### src/rtl/tiff_lzw_encoder_assert.svh
// ----------------------------------------------------------------------------
// TIFF LZW encoder assertion macros
// Concurrent assertion shorthands, compiled out with NO_ASSERTIONS.
// ----------------------------------------------------------------------------
`ifndef TIFF_LZW_ENCODER_ASSERT_SVH
`define TIFF_LZW_ENCODER_ASSERT_SVH

`ifndef NO_ASSERTIONS
// same-cycle implication
`define TLZW_ASSERT_IMP(lbl, clk, rst, ante, cons) \
   lbl: assert property (@(posedge clk) disable iff (rst) (ante) |-> (cons)) \
      else $error("tlzw assertion failed");
// next-cycle implication
`define TLZW_ASSERT_NXT(lbl, clk, rst, ante, cons) \
   lbl: assert property (@(posedge clk) disable iff (rst) (ante) |=> (cons)) \
      else $error("tlzw assertion failed");
`else
`define TLZW_ASSERT_IMP(lbl, clk, rst, ante, cons)
`define TLZW_ASSERT_NXT(lbl, clk, rst, ante, cons)
`endif

`endif

### src/rtl/tlzw_pkg.sv
// ----------------------------------------------------------------------------
// TIFF LZW encoder package
// Constants, dictionary entry type and sequencer state type.
// ----------------------------------------------------------------------------
package tlzw_pkg;

   // dictionary geometry
   localparam int HASH_SIZE = 9001;
   localparam int HASH_AW   = $clog2(HASH_SIZE);
   localparam int KEY_W     = 20;
   localparam int CODE_W    = 12;

   // code stream
   localparam logic [CODE_W-1:0] CODE_CLR   = 12'd256;
   localparam logic [CODE_W-1:0] CODE_END   = 12'd257;
   localparam logic [CODE_W-1:0] FIRST_FREE = 12'd258;
   localparam logic [CODE_W-1:0] FULL_MARK  = 12'd4094;
   localparam logic [3:0]        MIN_BITS   = 4'd9;
   localparam logic [3:0]        MAX_BITS   = 4'd12;
   localparam int                ACC_W      = 24;
   localparam int                BC_W       = 5;

   // ratio check
   localparam int                INTERVAL_W     = 20;
   localparam logic [19:0]       INTERVAL_RESET = 20'd10000;
   localparam logic [31:0]       RATIO_MAX      = 32'h7fffffff;
   localparam logic [31:0]       SMALL_IN_LIMIT = 32'h007fffff;
   localparam int                DIV_STEPS      = 32;
   localparam int                DIV_CNT_W      = $clog2(DIV_STEPS);

   typedef struct packed {
      logic              valid;
      logic [KEY_W-1:0]  key;
      logic [CODE_W-1:0] code;
   } tlzw_entry_type;

   typedef enum logic [9:0] {
      S_CLEAR = 10'b0000000001,
      S_IDLE  = 10'b0000000010,
      S_CHECK = 10'b0000000100,
      S_PUT   = 10'b0000001000,
      S_POST  = 10'b0000010000,
      S_DIV   = 10'b0000100000,
      S_FIN_A = 10'b0001000000,
      S_FIN_B = 10'b0010000000,
      S_FIN_C = 10'b0100000000,
      S_LAST  = 10'b1000000000
   } tlzw_state_type;

endpackage

### src/rtl/tlzw_div.sv
// ----------------------------------------------------------------------------
// TIFF LZW ratio divider
// Restoring 32-bit unsigned divider, one quotient bit per cycle.
// ----------------------------------------------------------------------------
module tlzw_div (
   input  logic        clock,
   input  logic        reset,
   input  logic        start,
   input  logic [31:0] num,
   input  logic [31:0] den,
   output logic        done,
   output logic [31:0] quot
);
   import tlzw_pkg::*;

   logic                 busy_ff, busy_in;
   logic                 done_ff, done_in;
   logic [DIV_CNT_W-1:0] cnt_ff, cnt_in;
   logic [31:0]          rem_ff, rem_in;
   logic [31:0]          q_ff, q_in;
   logic [31:0]          den_ff, den_in;
   logic [32:0]          trial;
   logic [32:0]          diff;

   // one shift-subtract step
   always_comb begin
      trial   = {rem_ff, q_ff[31]};
      diff    = trial - {1'b0, den_ff};
      busy_in = busy_ff;
      done_in = 1'b0;
      cnt_in  = cnt_ff;
      rem_in  = rem_ff;
      q_in    = q_ff;
      den_in  = den_ff;
      if (start) begin
         busy_in = 1'b1;
         cnt_in  = '0;
         rem_in  = '0;
         q_in    = num;
         den_in  = den;
      end else if (busy_ff) begin
         if (!diff[32]) begin
            rem_in = diff[31:0];
            q_in   = {q_ff[30:0], 1'b1};
         end else begin
            rem_in = trial[31:0];
            q_in   = {q_ff[30:0], 1'b0};
         end
         cnt_in = cnt_ff + 1'b1;
         if (cnt_ff == DIV_CNT_W'(DIV_STEPS - 1)) begin
            busy_in = 1'b0;
            done_in = 1'b1;
         end
      end
   end

   always_ff @(posedge clock) begin
      if (reset) begin
         busy_ff <= 1'b0;
         done_ff <= 1'b0;
      end else begin
         busy_ff <= busy_in;
         done_ff <= done_in;
      end
      cnt_ff <= cnt_in;
      rem_ff <= rem_in;
      q_ff   <= q_in;
      den_ff <= den_in;
   end

   assign done = done_ff;
   assign quot = q_ff;

endmodule

### config.mk
export PLATFORM = sky130hd
export DESIGN_NAME = tlzw_div
export DESIGN_NICKNAME = d
export VERILOG_FILES = /design/src/rtl/tiff_lzw_encoder_assert.svh /design/src/rtl/tlzw_pkg.sv /design/src/rtl/tlzw_div.sv
export SDC_FILE = /design/constraint.sdc
export NUM_CORES = 1
export LEC_CHECK = 0
export BUFFER_PORTS_ARGS = -buffer_cell sky130_fd_sc_hd__buf_2
export CAP_MARGIN = 0
export CORE_MARGIN = 8
export CORE_UTILIZATION = 57
export DETAILED_ROUTE_END_ITERATION = 6
export GPL_TIMING_DRIVEN = 1
export PLACE_DENSITY = 0.85
export SLEW_MARGIN = 20
export SYNTH_ARGS = -nofsm -noshare
export SYNTH_HDL_FRONTEND = slang
export SYNTH_SLANG_ARGS = --single-unit
### constraint.sdc
create_clock -name clock -period 3.64 [get_ports clock]
set_input_delay 1.092 -clock clock [delete_from_list [all_inputs] [get_ports clock]]
set_output_delay 1.092 -clock clock [all_outputs]
set_load 0.05 [all_outputs]
==> impl_metrics.yaml, run 1 <==
clock_tree:
  clockBufferDepth: 2
  clk_pin_slew_ns: 0.10
  clk_latency_ns: 0.39
  root_buffer: "clkbuf_8"
  hold_buffers: 0
  cts_tree: "yes"
  htreeDepth: 3
  cts_resized: 0
  cts.sinks: 103
  cts_buffers: 9
place:
  placed_area_um2: 6490
  routabilityCongestion: 0.866
  portBuffers: 99
  pre_cts_ws_ns: 0.165
  dp_hpwl_mm: 9.51
layout:
  drive_gt1_share_pct: 24.4
  fillCellCount: 764
  post-route-util_pct: 66.3
  final_cell_mix: "98 x buf_2, 64 x edfxtp_1, 53 x nor2_1, 42 x inv_1, 38 x dfxtp_1"
  syn_to_final_growth_pct: 14.5
  final_common_cell: "buf_2"
  final_cell_area_um2: 6720
  n_antenna_cell: 0
  final_nets: 753
global_routing:
  antenna_found_initial: 1
  grt_overflow: 0
  track_usage_pct: 18.7
  grt_pass1_vias: 4652
  grt_pass1_wl_mm: 21.5
  grt_max_degree: 63
route:
  via_per_inst: 5.61
  routedWlPerCell_um: 16.0
  drt_iter0_drc: 174
  drcViolationCount: 0
  drtAntennaViolNets: 0
  drt_first_pass_iters: 5
  via_count: 4444
  wl_mm: 12.7
timing:
  tightest_slew_ns: 0.732
  drv_slew: 0
  period_needed_ns: 3.30
  maxSlewHeadroom_pct: 51.2
  fmax_ghz: 0.303
  setup_viol: 0
  grt_setup_unrepaired: "no"
  skew_ns: 0.0147
  hold_viol_final: 0
  finalCritPeriodShare_pct: 90.7
  setup_tns_ns: 0
  setup_ws_ns: 0.339
  whs_ns: 0.513
logic_synthesis:
  seq_area_frac_synth_pct: 46.1
  syn_nets: 661
  ys_ff_latch: 103
  syn_area_per_cell_um2: 10.5
  yosys_warnings: 0
  syn_inst: 559
  synthArstFlopShare_pct: 0
  ys.flop_type: "edfxtp_1"
  synth-edff-count: 64
  synth_cell_types: 56
  synth_area_um2: 5870
die:
  core-area_um2: 10100
  die_w_um: 117
  initial_utilization_pct: 57.9
  dieHeight_um: 117
  io_pins: 100
  placementRows: 37
  die-area_um2: 13800
setup_path:
  path_common_cell: "o21a_1"
  path_cells: "inv_1, ha_1, fa_1, nand2b_1, a21oi_1, o21ba_1, o21a_1, o21a_1, a31oi_4, xnor2_4, buf_4, mux2_1, a211oi_1"
  cpLargestDelayFamily: "compound AO/OA/AOI/OAI gates"
  r2r_end: "rem_ff[0]"
  critPathBufInv: 2
  path_max_fanout: 7
  cpPeakStageDelay_ns: 0.41
  cp.depth: 13
  r2r_slack_ns: 0.34
  cp.arrival_ns: 3.62
  regToRegStartpoint: "quot[31]"
  setup.worst_path.class: "flip-flop to flip-flop"
  reg2reg_depth: 13
  cp_data_required_time_ns: 3.95
  crit_path_start_kind: "flip-flop"
  cp-end-kind: "flip-flop"
  slowest_stage: "fa_1"
power:
  power_density_nw_per_um2: 455
  peakVddDrop_mv: 0.369
  leakagePower_uw: 0.00288
run_status:
  status: "completed"
run:
  maxCapViolCount: 0
hold_path:
  hold_path.startpoint: "rem_ff[2]"
  hp-class: "flip-flop to flip-flop"
  holdPathStages: 2
  min_to: "rem_ff[2]"
-- how the worst max path moves through the flow --
stage / start / slack [ns] / to
after floorplan: quot[31] / 0.30 / rem_ff[29]
after global placement: quot[31] / 0.29 / rem_ff[29]
after detailed placement: quot[31] / 0.16 / rem_ff[30]
after CTS: quot[31] / 0.11 / rem_ff[30]
after global routing: quot[31] / 0.04 / rem_ff[0]
final: quot[31] / 0.34 / rem_ff[0]
-- routing by layer --
metal	part of all wire, %	track usage (%)	up-vias
met5	0.063	0	-
met4	2.3	6.49	2
met3	7.0	7.58	25
met2	49	31.4	115
met1	42	21.1	2078
li1	-	-	2224
-- cell families (layout without fill, tap and decap cells) --
family | Yosys count | count (layout) | synth area share (%)
compound gates | 138 | 138 | 16.1
simple gates | 121 | 121 | 9.85
flops | 103 | 103 | 46.1
buf+inv | 71 | 168 | 4.73
mux | 61 | 61 | 11.1
fa+ha+maj | 35 | 35 | 7.59
xor+xnor | 30 | 30 | 4.61
-- worst register-to-register path: cells and delay by family, from the launching register on --
kind                     cells  cell delay, ns
multiplexers                 1            0.32
adder cells (fa/ha/maj)      2            0.63
flip-flops                   1            0.36
AND/OR/NAND/NOR              1            0.18
buffers and inverters        2            0.24
AO/OA/AOI/OAI                6            1.16
XOR/XNOR                     1            0.32
-- registers in the layout, indices dropped and copies added (netlist names) --
name,flops
den_ff,32
rem_ff,32
cnt_ff,5
quot,32
busy_ff,1
done,1
-- power breakdown --
group	switching (uW)	internal, uW
sequential	63.5	1360
combinational	545	362
clock	410	324
-- synthesized netlist by cell type (all sizes together), types with 3 or more instances --
cell type / number / area [um2]
a211o: 4 / 35.0
a211oi: 27 / 203
a21boi: 4 / 30.0
a21o: 15 / 113
a21oi: 35 / 175
a31oi: 6 / 52.6
and3: 3 / 18.8
buf: 6 / 33.8
clkbuf: 23 / 86.3
dfxtp: 39 / 781
edfxtp: 64 / 1920
ha: 34 / 425
inv: 42 / 158
mux2: 33 / 372
mux2i: 28 / 280
nand2: 24 / 90.1
nand2b: 7 / 43.8
nand3b: 4 / 30.0
nand4: 7 / 43.8
nor2: 53 / 199
nor3: 6 / 30.0
nor3b: 5 / 37.5
o21a: 7 / 52.6
o21ai: 16 / 80.1
o21bai: 5 / 37.5
xnor2: 21 / 191
xor2: 9 / 78.8
-- layout make-up --
cell class | count | area, um2 | area share [%]
clock buffer | 10 | 128 | 1.90
clock inverter | 6 | 70.1 | 1.04
inverter | 42 | 158 | 2.35
multi-input combinational | 385 | 2900 | 43.1
sequential | 103 | 2700 | 40.2
tap | 136 | 170 | 2.53
timing repair buffer | 110 | 593 | 8.82
-- stage by stage --
stage / total power (uW) / cells
after floorplan: 2120 / 559
after global placement: 2300 / 772
after detailed placement: 2330 / 772
after CTS: 3070 / 788
after global routing: 3230 / 792
final: 3060 / 792
-- repair_timing --
action	in CTS	in global routing
setup endpoints to repair	0	23
endpoints found under the hold margin	0	0
buffers inserted	0	4
(Power assumes the default switching activity.)
==> run 2, diff against run 1 <==
--- a/config.mk
+++ b/config.mk
@@ -11,7 +11,7 @@
 export CORE_UTILIZATION = 57
 export DETAILED_ROUTE_END_ITERATION = 6
 export GPL_TIMING_DRIVEN = 1
-export PLACE_DENSITY = 0.85
+export PLACE_DENSITY_LB_ADDON = 0.1
 export SLEW_MARGIN = 20
 export SYNTH_ARGS = -nofsm -noshare
 export SYNTH_HDL_FRONTEND = slang
==> run 2 against run 1 <==
Clock-buffer cell count up 2. Total power down 2.7%. Die area unchanged. Sequential share of layout area up 0.32 points. Clock skew down 0.0019 ns. Largest cell class unchanged.
==> impl_metrics.yaml, run 2 (same netlist as run 1, synthesis figures left out) <==
route:
  drt_first_pass_iters: 4
  drtAntennaViolNets: 0
  top_layer: "met4"
  via_count: 4348
  routedWlPerCell_um: 15.2
  wl_met1_mm: 5.41
  wl_met3_um: 858
  wl_mm: 11.9
  via_per_inst: 5.53
  drt_iter0_drc: 277
  wl_met2_mm: 5.54
  drcViolationCount: 0
setup_path:
  r2r_end: "rem_ff[4]"
  path_max_fanout: 12
  cp_data_required_time_ns: 3.89
  cp-endpoint: "rem_ff[4]"
  r2r_slack_ns: 0.29
  reg2reg_depth: 13
  cp.arrival_ns: 3.60
  critPathLaunch: "quot[31]"
  setup.worst_path.class: "flip-flop to flip-flop"
  regToRegStartpoint: "quot[31]"
  crit_path_start_kind: "flip-flop"
  cp-end-kind: "flip-flop"
timing:
  tightest_slew_ns: 0.725
  skew_ns: 0.0128
  drv_slew: 0
  setup_ws_ns: 0.291
  setup_viol: 0
  grt_setup_unrepaired: "no"
  finalCritPeriodShare_pct: 92.0
  hold_viol_final: 0
  maxSlewHeadroom_pct: 51.7
  setup_tns_ns: 0
  fmax_ghz: 0.299
  period_needed_ns: 3.35
  whs_ns: 0.510
global_routing:
  grt_pass1_wl_mm: 20.2
  antenna_found_initial: 0
  grt_overflow: 0
  grt_max_degree: 85
  track_usage_pct: 17.5
  grt_pass1_vias: 4468
power:
  power_frac_seq_pct: 47.5
  power_density_nw_per_um2: 447
  clockPowerShare_pct: 22.8
  swShare_pct: 33.4
  p_comb_share_pct: 29.8
  peakVddDrop_mv: 0.433
  p_sw_uw: 994
  leakagePower_uw: 0.00285
  p_int_uw: 1980
  p_total_uw: 2980
place:
  pre_cts_ws_ns: 0.320
  routabilityCongestion: 0.849
  portBuffers: 99
  dp_hpwl_mm: 8.81
die:
  initial_utilization_pct: 57.9
  placementRows: 37
  die-area_um2: 13800
  core-area_um2: 10100
  dieHeight_um: 117
  io_pins: 100
  die_w_um: 117
hold_path:
  holdPathStages: 2
  hp-class: "flip-flop to flip-flop"
layout:
  n_antenna_cell: 0
  fillCellCount: 814
  post-route-util_pct: 65.8
  final_cell_mix: "98 x buf_2, 64 x edfxtp_1, 53 x nor2_1, 42 x inv_1, 38 x dfxtp_1"
  drive_gt1_share_pct: 23.7
  final_common_cell: "buf_2"
  final_nets: 747
  syn_to_final_growth_pct: 13.6
run:
  maxCapViolCount: 0
clock_tree:
  cts_resized: 0
  root_buffer: "clkbuf_8"
  clk_latency_ns: 0.39
  cts_tree: "yes"
  cts.sinks: 103
  clk_pin_slew_ns: 0.10
  post_cts_buffers: 0
  htreeDepth: 3
  cts_buffers: 9
  hold_buffers: 0
  clockBufferDepth: 2
run_status:
  status: "completed"
[run 2: how the worst min path moves through the flow]
| stage | from | endpoint | slack (ns) |
|---|---|---|---|
| 2_1_floorplan | cnt_ff[4] | cnt_ff[4] | 0.47 |
| 3_3_place_gp | cnt_ff[4] | cnt_ff[4] | 0.48 |
| 3_5_place_dp | cnt_ff[4] | cnt_ff[4] | 0.50 |
| 4_1_cts | rem_ff[5] | rem_ff[5] | 0.51 |
| 5_1_grt | rem_ff[3] | rem_ff[3] | 0.53 |
| 6_report | rem_ff[5] | rem_ff[5] | 0.51 |
[run 2: stage by stage]
step                      std cells  area (um2)
final                           786        6670
after global routing            786        6670
after CTS                       786        6670
after detailed placement        770        6490
after global placement          770        6490
after floorplan                 559        5870
[run 2: area by class of cell]
| class | count | area (um2) | share of cell area, % |
|---|---|---|---|
| Tap cell | 136 | 170 | 2.55 |
| Sequential cell | 103 | 2700 | 40.6 |
| Multi-Input combinational cell | 385 | 2900 | 43.5 |
| Clock buffer | 12 | 145 | 2.18 |
| Timing Repair Buffer | 104 | 561 | 8.41 |
| Clock inverter | 4 | 31.3 | 0.469 |
| Inverter | 42 | 158 | 2.36 |
[run 2: routing by layer]
layer,track usage [%],vias up
met4,5.68,0
met3,7.82,9
li1,-,2211
met1,20.5,2024
met2,28.1,104
met5,0,-
[run 2: power by group through the flow]
stage	clock network [uW]	logic [uW]	registers (uW)
4_1_cts	703	892	1410
2_1_floorplan	0	558	1560
5_1_grt	745	975	1430
3_5_place_dp	0	887	1440
3_3_place_gp	0	872	1440
6_report	678	887	1410
[run 2: critical path, stage by stage, from the launching register on]
cell and delay, ns:
edfxtp_1 0.35, inv_1 0.05, ha_1 0.22, fa_1 0.41, nand2b_1 0.18, a21oi_1 0.23, o21ba_1 0.22, o21a_1 0.18
o21a_1 0.21, a31oi_4 0.16, xnor2_4 0.37, buf_4 0.31, mux2i_1 0.23, a211oi_1 0.09
==> run 3, diff against run 2 <==
--- a/config.mk
+++ b/config.mk
@@ -5,13 +5,14 @@
 export SDC_FILE = /design/constraint.sdc
 export NUM_CORES = 1
 export LEC_CHECK = 0
-export BUFFER_PORTS_ARGS = -buffer_cell sky130_fd_sc_hd__buf_2
 export CAP_MARGIN = 0
 export CORE_MARGIN = 8
-export CORE_UTILIZATION = 57
+export CORE_UTILIZATION = 64
 export DETAILED_ROUTE_END_ITERATION = 6
+export DONT_BUFFER_PORTS = 1
 export GPL_TIMING_DRIVEN = 1
 export PLACE_DENSITY_LB_ADDON = 0.1
+export RECOVER_POWER = 100
 export SLEW_MARGIN = 20
 export SYNTH_ARGS = -nofsm -noshare
 export SYNTH_HDL_FRONTEND = slang
==> run 3 against run 2 <==
The run now ends with max-capacitance violations, max-slew violations left. Maximum frequency grew 1.7%. Combinational power shrank 24%. First-iteration DRC count shrank 25%. Largest cell class unchanged. Critical path depth grew 1.
==> impl_metrics.yaml, run 3 (same netlist as run 1, synthesis figures left out) <==
global_routing:
  track_usage_pct: 17.9
  grt_pass1_vias: 3929
  grt_pass1_wl_mm: 18.5
  antenna_found_initial: 0
  grt_overflow: 0
  grt_max_degree: 112
timing:
  fmax_ghz: 0.304
  maxSlewHeadroom_pct: -37.2
  setup_ws_ns: 0.346
  grt_setup_unrepaired: "no"
  drv_slew: 33
  finalCritPeriodShare_pct: 90.5
  hold_viol_final: 0
  setup_viol: 0
  period_needed_ns: 3.29
  tightest_slew_ns: 2.06
  setup_tns_ns: 0
  skew_ns: 0.0133
  whs_ns: 0.510
setup_path:
  path_max_fanout: 15
  cp.arrival_ns: 3.57
  cpLargestDelayFamily: "compound AO/OA/AOI/OAI gates"
  regToRegStartpoint: "quot[31]"
  cpPeakStageDelay_ns: 0.40
  path_cells: "inv_1, ha_1, fa_1, nand2b_1, a21oi_1, o21ba_1, o21a_1, o21a_1, a31oi_2, xnor2_4, clkbuf_1, buf_12, mux2i_1, a211oi_1"
  r2r_slack_ns: 0.35
  cp_data_required_time_ns: 3.92
  setup.worst_path.class: "flip-flop to flip-flop"
  r2r_end: "rem_ff[21]"
  crit_path_start_kind: "flip-flop"
  path_common_cell: "o21a_1"
  cp-end-kind: "flip-flop"
  slowest_stage: "fa_1"
  critPathBufInv: 3
  reg2reg_depth: 14
layout:
  drive_gt1_share_pct: 9.95
  final_nets: 650
  syn_to_final_growth_pct: 5.12
  post-route-util_pct: 68.0
  stdcell_count: 664
  final_cell_mix: "64 x edfxtp_1, 53 x nor2_1, 42 x inv_1, 39 x dfxtp_1, 35 x a21oi_1"
  final_common_cell: "edfxtp_1"
  n_antenna_cell: 0
die:
  placementRows: 35
  die-area_um2: 12500
  io_pins: 100
  die_w_um: 112
  core-area_um2: 9060
  dieHeight_um: 112
  initial_utilization_pct: 64.7
run_status:
  violations: "max-capacitance violations, max-slew violations"
  status: "complete, but fails checks"
run:
  maxCapViolCount: 1
place:
  placed_cells: 645
  dp_hpwl_mm: 7.98
  routabilityCongestion: 0.830
  pre_cts_ws_ns: 0.172
  portBuffers: 0
hold_path:
  hold_path.startpoint: "rem_ff[26]"
  holdPathStages: 2
  min_to: "rem_ff[26]"
  hp-class: "flip-flop to flip-flop"
clock_tree:
  cts.sinks: 103
  cts_buffers: 9
  clockBufferDepth: 2
  clk_latency_ns: 0.38
  clk_pin_slew_ns: 0.11
  cts_tree: "yes"
  root_buffer: "clkbuf_8"
  htreeDepth: 3
route:
  via_count: 4049
  drtAntennaViolNets: 0
  wl_mm: 11.2
  drt_first_pass_iters: 5
  via_per_inst: 6.10
  drcViolationCount: 0
  drt_iter0_drc: 207
  routedWlPerCell_um: 16.9
power:
  leakagePower_uw: 0.00247
  power_density_nw_per_um2: 487
  peakVddDrop_mv: 0.320
-- run 3: per-stage QoR --
step | total power (uW) | instance area, um2
finish | 3000 | 6170
global route | 3140 | 6170
detailed placement | 2240 | 5940
floorplan | 2120 | 5870
global placement | 2220 | 5940
CTS | 3020 | 6170
-- run 3: worst max path at each step --
stage | startpoint | to | slack (ns) | cells past startpoint
global route | quot[31] | rem_ff[21] | 0.14 | 14
global placement | quot[31] | rem_ff[7] | 0.30 | 13
floorplan | quot[31] | rem_ff[29] | 0.30 | 13
finish | quot[31] | rem_ff[21] | 0.35 | 14
detailed placement | quot[31] | rem_ff[4] | 0.17 | 13
CTS | quot[31] | rem_ff[4] | 0.14 | 13
-- run 3: area by class of cell --
type,instances,area [um2]
clock buffer,9,124
clock inverter,7,100
fill,691,2900
inverter,42,158
multi-input combinational,385,2890
sequential,103,2700
tap,111,139
timing repair buffer,7,55.1
-- run 3: worst min-delay path, cell delays in order (launching register included) --
cell and delay [ns]:
dfxtp_1 0.34, nor2_1 0.09, a211oi_1 0.05
-- run 3: report_power, final --
| part | total (uW) | internal (uW) | leakage [uW] | switching (uW) |
|---|---|---|---|---|
| Sequential | 1550 | 1360 | 0.000956 | 195 |
| Clock | 778 | 340 | 0.000112 | 438 |
| Combinational | 670 | 306 | 0.00140 | 363 |
| Total | 3000 | 2000 | 0.00247 | 997 |
-- run 3: repair_timing --
item                       4_1_cts  5_1_grt
resized for setup                0        0
buffers inserted                 0        3
setup endpoints to repair        0       10
hold buffers                     0        0
-- run 3: per-layer routing --
layer | vias up | share of wire [%] | global-route usage, %
li1 | 2023 | - | -
met5 | - | 0 | 0
met3 | 14 | 8.1 | 7.58
met1 | 1891 | 46 | 22.9
met4 | 0 | 1.7 | 5.65
met2 | 121 | 44 | 26.7
